[src/rtl/gmg_pkg.sv]
// ----------------------------------------------------------------------------
// gmg_pkg
// Shared types, codes and helpers of the grid maze generator.
// ----------------------------------------------------------------------------
package gmg_pkg;

    localparam int GMG_MAX_SIDE = 64;
    localparam int GMG_MAX_TRIES = 64;
    localparam int RND_W = 16;
    localparam int TRY_W = $clog2(GMG_MAX_TRIES);

    localparam logic [1:0] MODE_GEN = 2'd0;
    localparam logic [1:0] MODE_READ = 2'd1;
    localparam logic [1:0] MODE_SEED = 2'd2;

    localparam logic [1:0] REG_GRID_SIDE = 2'd0;
    localparam logic [1:0] REG_MIX_VALUE = 2'd1;

    localparam logic [1:0] DIR_LEFT = 2'd0;
    localparam logic [1:0] DIR_TOP = 2'd1;
    localparam logic [1:0] DIR_RIGHT = 2'd2;
    localparam logic [1:0] DIR_BOTTOM = 2'd3;

    localparam logic [6:0] SIDE_RESET = 7'd10;
    localparam logic [4:0] CELL_CLOSED = 5'h0F;
    localparam logic [4:0] CELL_VISITED = 5'h10;

    typedef enum logic [4:0] {
        OP_NONE,
        OP_SEED,
        OP_CLR_INIT,
        OP_CLR,
        OP_DRAW_MOD,
        OP_SET_X,
        OP_SET_Y,
        OP_HERE,
        OP_RD_HERE,
        OP_MARK,
        OP_RD_NB,
        OP_BACK,
        OP_POP,
        OP_TRY_INIT,
        OP_DRAW4,
        OP_PUSH,
        OP_CARVE,
        OP_RADDR,
        OP_RD_CELL,
        OP_RESULT
    } dp_op_t;

    typedef struct packed {
        dp_op_t     op;
        logic [1:0] nb_dir;
        logic       take;
    } dp_cmd_t;

    typedef struct packed {
        logic       clr_last;
        logic       mod_busy;
        logic [3:0] avail;
        logic       depth_zero;
        logic       draw_done;
        logic       out_busy;
    } dp_status_t;

    typedef enum logic [4:0] {
        ST_IDLE,
        ST_SEED,
        ST_CLR_INIT,
        ST_CLR,
        ST_DX,
        ST_DXW,
        ST_DY,
        ST_DYW,
        ST_HERE,
        ST_RDH,
        ST_MARK,
        ST_N0,
        ST_N1,
        ST_N2,
        ST_N3,
        ST_NW,
        ST_DECIDE,
        ST_TRY,
        ST_POP,
        ST_PUSH,
        ST_CARVE,
        ST_RA,
        ST_RM,
        ST_FIN
    } state_t;

    function automatic logic [RND_W-1:0] gmg_xorshift(input logic [RND_W-1:0] s);
        logic [RND_W-1:0] t;
        t = s ^ (s << 7);
        t = t ^ (t >> 1);
        t = t ^ (t << 9);
        return t;
    endfunction

endpackage

[src/rtl/gmg_ctrl.sv]
// ----------------------------------------------------------------------------
// gmg_ctrl
// Maze sequencer: seed, clear, draw, walk, backtrack, cell read, answer.
// ----------------------------------------------------------------------------
module gmg_ctrl
    import gmg_pkg::*;
(
    input  logic       clk,
    input  logic       rst_n,
    input  logic       in_valid,
    output logic       in_ready,
    input  logic [1:0] mode,
    input  dp_status_t status,
    output dp_cmd_t    cmd
);

    state_t state_reg, state_next;

    always_ff @(posedge clk or negedge rst_n)
    begin
        if (!rst_n)
            state_reg <= ST_IDLE;
        else
            state_reg <= state_next;
    end

    always_comb
    begin
        state_next = state_reg;
        cmd.op = OP_NONE;
        cmd.nb_dir = DIR_LEFT;
        cmd.take = 1'b0;
        in_ready = (state_reg == ST_IDLE);
        unique case (state_reg)
            ST_IDLE:
            begin
                if (in_valid)
                begin
                    cmd.take = 1'b1;
                    unique case (mode)
                        MODE_GEN:  state_next = ST_CLR_INIT;
                        MODE_READ: state_next = ST_RA;
                        MODE_SEED: state_next = ST_SEED;
                        default:   state_next = ST_FIN;
                    endcase
                end
            end
            ST_SEED:
            begin
                cmd.op = OP_SEED;
                state_next = ST_FIN;
            end
            ST_CLR_INIT:
            begin
                cmd.op = OP_CLR_INIT;
                state_next = ST_CLR;
            end
            ST_CLR:
            begin
                cmd.op = OP_CLR;
                if (status.clr_last)
                    state_next = ST_DX;
            end
            ST_DX:
            begin
                cmd.op = OP_DRAW_MOD;
                state_next = ST_DXW;
            end
            ST_DXW:
            begin
                if (!status.mod_busy)
                begin
                    cmd.op = OP_SET_X;
                    state_next = ST_DY;
                end
            end
            ST_DY:
            begin
                cmd.op = OP_DRAW_MOD;
                state_next = ST_DYW;
            end
            ST_DYW:
            begin
                if (!status.mod_busy)
                begin
                    cmd.op = OP_SET_Y;
                    state_next = ST_HERE;
                end
            end
            ST_HERE:
            begin
                cmd.op = OP_HERE;
                state_next = ST_RDH;
            end
            ST_RDH:
            begin
                cmd.op = OP_RD_HERE;
                state_next = ST_MARK;
            end
            ST_MARK:
            begin
                cmd.op = OP_MARK;
                state_next = ST_N0;
            end
            ST_N0:
            begin
                cmd.op = OP_RD_NB;
                cmd.nb_dir = DIR_LEFT;
                state_next = ST_N1;
            end
            ST_N1:
            begin
                cmd.op = OP_RD_NB;
                cmd.nb_dir = DIR_TOP;
                state_next = ST_N2;
            end
            ST_N2:
            begin
                cmd.op = OP_RD_NB;
                cmd.nb_dir = DIR_RIGHT;
                state_next = ST_N3;
            end
            ST_N3:
            begin
                cmd.op = OP_RD_NB;
                cmd.nb_dir = DIR_BOTTOM;
                state_next = ST_NW;
            end
            ST_NW:
                state_next = ST_DECIDE;
            ST_DECIDE:
            begin
                if (status.avail != '0)
                begin
                    cmd.op = OP_TRY_INIT;
                    state_next = ST_TRY;
                end
                else if (status.depth_zero)
                    state_next = ST_FIN;
                else
                begin
                    cmd.op = OP_BACK;
                    state_next = ST_POP;
                end
            end
            ST_TRY:
            begin
                cmd.op = OP_DRAW4;
                if (status.draw_done)
                    state_next = ST_PUSH;
            end
            ST_POP:
            begin
                cmd.op = OP_POP;
                state_next = ST_HERE;
            end
            ST_PUSH:
            begin
                cmd.op = OP_PUSH;
                state_next = ST_CARVE;
            end
            ST_CARVE:
            begin
                cmd.op = OP_CARVE;
                state_next = ST_RDH;
            end
            ST_RA:
            begin
                cmd.op = OP_RADDR;
                state_next = ST_RM;
            end
            ST_RM:
            begin
                cmd.op = OP_RD_CELL;
                state_next = ST_FIN;
            end
            ST_FIN:
            begin
                if (!status.out_busy)
                begin
                    cmd.op = OP_RESULT;
                    state_next = ST_IDLE;
                end
            end
            default:
                state_next = ST_IDLE;
        endcase
    end

endmodule

[config.mk]
export PLATFORM = sky130hd
export DESIGN_NAME = gmg_ctrl
export DESIGN_NICKNAME = d
export VERILOG_FILES = /design/src/rtl/gmg_pkg.sv /design/src/rtl/gmg_ctrl.sv
export SDC_FILE = /design/constraint.sdc
export NUM_CORES = 1
export LEC_CHECK = 0
export ABC_CLOCK_PERIOD_IN_PS = 2900
export BUFFER_PORTS_ARGS = -buffer_cell sky130_fd_sc_hd__buf_2
export CELL_PAD_IN_SITES_DETAIL_PLACEMENT = 2
export CELL_PAD_IN_SITES_GLOBAL_PLACEMENT = 2
export CORE_ASPECT_RATIO = 1.4
export CORE_UTILIZATION = 29
export DETAILED_ROUTE_END_ITERATION = 8
export GPL_ROUTABILITY_DRIVEN = 0
export PLACE_DENSITY = 0.86
export REMOVE_ABC_BUFFERS = 1
export SYNTH_ARGS = -nofsm -noshare
export SYNTH_HDL_FRONTEND = slang
export SYNTH_SLANG_ARGS = --single-unit
[constraint.sdc]
create_clock -name clk -period 2.9 [get_ports clk]
set_input_delay 0.145 -clock clk [delete_from_list [all_inputs] [get_ports clk]]
set_output_delay 0.145 -clock clk [all_outputs]
set_load 0.03 [all_outputs]
Yosys cells after proc, flatten, opt, wreduce, memory -nomap -nowiden
Cells that the tools add are included.
{"block": "totals", "register_bits": 5, "latchBits": 0, "ramBits": 0, "rom_bits": 0, "inputBits": 14, "out_inout_bits": 9, "elab_cells": 59, "mem_count": 0}
{"block": "classes", "add_sub_neg": 0, "multipliers": 0, "div_mod_pow": 0, "magnitude_cmp": 0, "n_eq_ne": 31, "shift": 0, "n_mux": 19, "bitwise": 0, "reduce_logical": 8}
{"op": "one-hot mux 5 bit (22 select lines)", "count": 1}
{"op": "one-hot mux 5 bit (18 select lines)", "count": 1}
{"op": "equality test 5 x 4 -> 1 bit (second input constant)", "count": 8}
{"op": "equality test 5 bit (second input constant)", "count": 8}
{"op": "two-way mux 5 bit", "count": 7}
{"op": "equality test 5 x 3 -> 1 bit (second input constant)", "count": 4}
{"op": "one-hot mux 5 bit (3 select lines)", "count": 1}
{"op": "two-way mux 3 bit", "count": 4}
{"op": "inequality test 2 bit (second input constant)", "count": 6}
{"op": "equality test 5 x 2 -> 1 bit (second input constant)", "count": 2}
{"op": "two-way mux 4 bit", "count": 2}
{"op": "one-hot mux 2 bit (3 select lines)", "count": 1}
{"op": "AND reduction 6 bit", "count": 1}
{"op": "OR reduction 2 bit", "count": 3}
{"op": "equality test 5 x 1 -> 1 bit (second input constant)", "count": 1}
{"op": "zero test 5 bit", "count": 1}
{"op": "nonzero test 4 bit", "count": 1}
{"op": "OR reduction 4 bit", "count": 1}
{"op": "equality test 2 x 1 -> 1 bit (second input constant)", "count": 1}
{"op": "equality test 2 bit (second input constant)", "count": 1}
{"op": "zero test 2 bit", "count": 1}
{"op": "two-way mux 1 bit", "count": 2}

Longest topological paths before layout
{"block": "logic_depth", "ltp_word": 4, "ltp_mapped": 7, "ltp_nobuf": 7}

Least setup slack after synthesis
No wires, ideal clock.
{"block": "synth_timing", "kind": "register -> output", "start": "register state_reg[1]", "end": "output port cmd[4] in the netlist's numbering", "arrival_time_ns": 1.761, "required_time_ns": 2.755, "setup_slack_ns": 0.994, "stages_incl_launch_ff": 8, "path_buffers": 2, "path_cell_list": "dfrtp_1 buf_2 buf_2 nand2_1 a21oi_1 a21oi_1 a2bb2oi_1 o21ai_0"}
{"item": "from (decl)", "line": "gmg_ctrl.sv:17", "rtl": "state_t state_reg, state_next;"}
{"item": "from (signal assigned)", "line": "gmg_ctrl.sv:24", "rtl": "state_reg <= state_next;"}
{"item": "to (decl)", "line": "gmg_ctrl.sv:14", "rtl": "output dp_cmd_t cmd"}

==> impl_metrics.py <==
metrics = {
    "sta": {
        "rsz0062_at_grt": "no",
        "finalHoldViolations": 0,
        "setup_tns_ns": 0,
        "period_share_pct": 86.2,
        "slew_headroom_pct": 41.7,
        "setup_violations": 0,
        "min_period_ns": 2.50,
        "finalWorstSetupSlack_ns": 0.399,
        "worst_pin_slew_ns": 0.875,
        "max_freq_ghz": 0.400,
        "fin_skew_ns": 0.0217,
        "slew_violations": 0,
    },
    "clocking": {
        "ctsRootBufferMaster": "clkbuf_4",
        "clk_pin_slew_ns": 0.07,
        "ctsResizeCount": 0,
        "cts_buffers": 3,
        "insertion_delay_ns": 0.27,
        "cts_tree": "built",
        "cts.sinks": 5,
        "clockBufferDepth": 2,
        "htree_levels": 1,
    },
    "grt": {
        "overflow": 0,
        "antenna_found_initial": 0,
        "grt_max_degree": 29,
        "track_usage_pct": 25.7,
        "grt_pass1_wl_um": 5440,
        "grt_pass1_vias": 1108,
    },
    "synth": {
        "synth_edf_count": 0,
        "ys_seq_elements": 5,
        "ys_seq_area_share_pct": 15.6,
        "syn_inst": 113,
        "netlist_area_sq_um": 801,
        "syn-mean-instance-area_sq_um": 7.09,
        "ys_types": 43,
        "synth-warning-count": 0,
        "synth_async_sr_flop_share_pct": 100,
        "synth_flop_cell": "dfrtp_1",
    },
    "route": {
        "firstDrtPassIters": 4,
        "drtIter0Drc": 32,
        "vias": 1011,
        "routedWlPerCell_um": 19.8,
        "ant_nets": 0,
        "wirelength_um": 3350,
        "via_per_inst": 5.98,
        "drc": 0,
    },
    "critical_path": {
        "r2r_setup_slack_ns": 0.73,
        "reg2reg_to": "state_reg[0]",
        "slowest_stage": "dfrtp_1",
        "crit_path_max_fanout": 18,
        "slowest_delay_ns": 0.64,
        "crit_chain": "nor2_1 > nand4_1 > o32a_1 > o21ai_0 > buf_2",
        "r2r_start": "state_reg[1]",
        "required_ns": 2.76,
        "cp.buffers_inverters": 1,
        "critPathCaptureType": "output pin",
        "worst_ep_arrival_time_ns": 2.36,
        "critPathLaunchType": "flop",
        "critical_path.top_delay_family": "simple AND/OR/NAND/NOR gates",
        "rr_worst_depth": 5,
        "criticalPathCategory": "flop to output pin",
    },
    "finish": {
        "final_core_util_pct": 36.5,
        "largest_reg_flops": 5,
        "drive_above_1_share_pct": 24.8,
        "fill_cells": 325,
        "nets": 151,
        "finalNonFillerCells": 169,
        "insertedDiodeCount": 0,
        "syn2layout_area_growth_pct": 19.2,
    },
    "pwr": {
        "p_leak_nw": 0.419,
        "peakVddDrop_mv": 0.344,
        "power_density_nw_per_um2": 1350,
    },
    "floorplan": {
        "initial_core_util_pct": 30.6,
        "io_pins": 23,
        "fp.dieArea_sq_um": 2980,
        "core_sq_um": 2620,
        "num_rows": 22,
        "die_x_um": 46.4,
        "die_h_um": 64.2,
    },
    "place": {
        "dp_slack_ns": 0.693,
        "port_buffers": 22,
        "dp_hpwl_um": 2310,
        "dp_cells": 164,
    },
    "job": {
        "drv_cap": 0,
    },
    "status": {
        "outcome": "complete, no violations",
    },
    "min_path": {
        "hp-class": "input port to async pin",
    },
}
==> Yosys cell counts (3+ instances only) <==
library cell	n	area share, %
a211oi_1	3	2.8
a21oi_1	12	7.5
a22o_1	3	3.3
a22oi_1	3	2.8
and2_1	3	2.3
buf_2	6	3.8
dfrtp_1	5	16
ha_1	3	4.7
inv_1	6	2.8
nand2_1	12	5.6
nor2_1	10	4.7
nor3_1	5	3.1
o21ai_0	4	2.5
o22ai_1	4	3.1
==> routing by layer <==
metal	vias to the layer above	routed length, um	track usage (%)	part of all wire [%]
met1	507	1340	28.5	40
li1	465	-	-	-
met5	-	0	0	0
met2	26	1800	44.1	54
met3	13	63	3.39	1.9
met4	0	142	14.0	4.2
==> worst register-to-register path: stages, from the launching register on <==
cell      delay, ns
dfrtp_1        0.64
nor2_1         0.47
nand4_1        0.32
o22ai_1        0.29
a31oi_1        0.09
o21bai_1       0.26
==> where the power goes <==
| group | switching (mW) | internal [mW] |
|---|---|---|
| Sequential | 0.165 | 0.103 |
| Combinational | 0.562 | 0.362 |
| Clock | 0.0429 | 0.0528 |
| Total | 0.770 | 0.518 |
==> what timing repair did <==
action                                 4_1_cts  5_1_grt
hold buffers                                 1        0
endpoints found under the hold margin        5        0
buffers inserted                             0        0
==> worst max path at each step <==
| stage | endpoint | cells after the start | from |
|---|---|---|---|
| global placement | cmd[4] | 5 | state_reg[1] |
| global route | cmd[4] | 5 | state_reg[1] |
| floorplan | cmd[4] | 5 | state_reg[2] |
| finish | cmd[4] | 5 | state_reg[1] |
| detailed placement | cmd[4] | 5 | state_reg[1] |
| CTS | cmd[4] | 5 | state_reg[1] |
==> layout make-up <==
type | count | area (sq um) | area share (%)
Timing Repair Buffer | 25 | 135 | 14.2
Clock buffer | 4 | 26.3 | 2.75
Multi-Input combinational cell | 92 | 597 | 62.5
Inverter | 7 | 26.3 | 2.75
Sequential cell | 5 | 125 | 13.1
Tap cell | 36 | 45.0 | 4.72
==> cell usage in the layout (no fill, tap or decap), drive strengths merged, types with 4 or more instances in the layout <==
| cell type | instances |
|---|---|
| a21oi | 12 |
| buf | 24 |
| clkbuf | 4 |
| dfrtp | 5 |
| inv | 6 |
| nand2 | 12 |
| nor2 | 11 |
| nor3 | 6 |
| o21ai | 4 |
| o22ai | 4 |
==> logic make-up (layout without fill, tap and decap cells) <==
kind of cell,count (synthesis),count (layout),synth area share [%]
compound gates,44,44,38.1
simple gates,41,41,26.9
buf+inv,16,36,9.84
flops,5,5,15.6
fa+ha+maj,3,3,4.69
xor+xnor,2,2,2.19
mux,2,2,2.66
==> through the flow <==
stage	cell area (sq um)	hold WS [ns]	power (mW)
finish	955	0.243	1.29
floorplan	748	-0.151	0.876
global placement	918	-0.0416	1.13
detailed placement	918	-0.0334	1.16
CTS	955	0.238	1.26
global route	955	0.232	1.39
(Power assumes the default switching activity.)
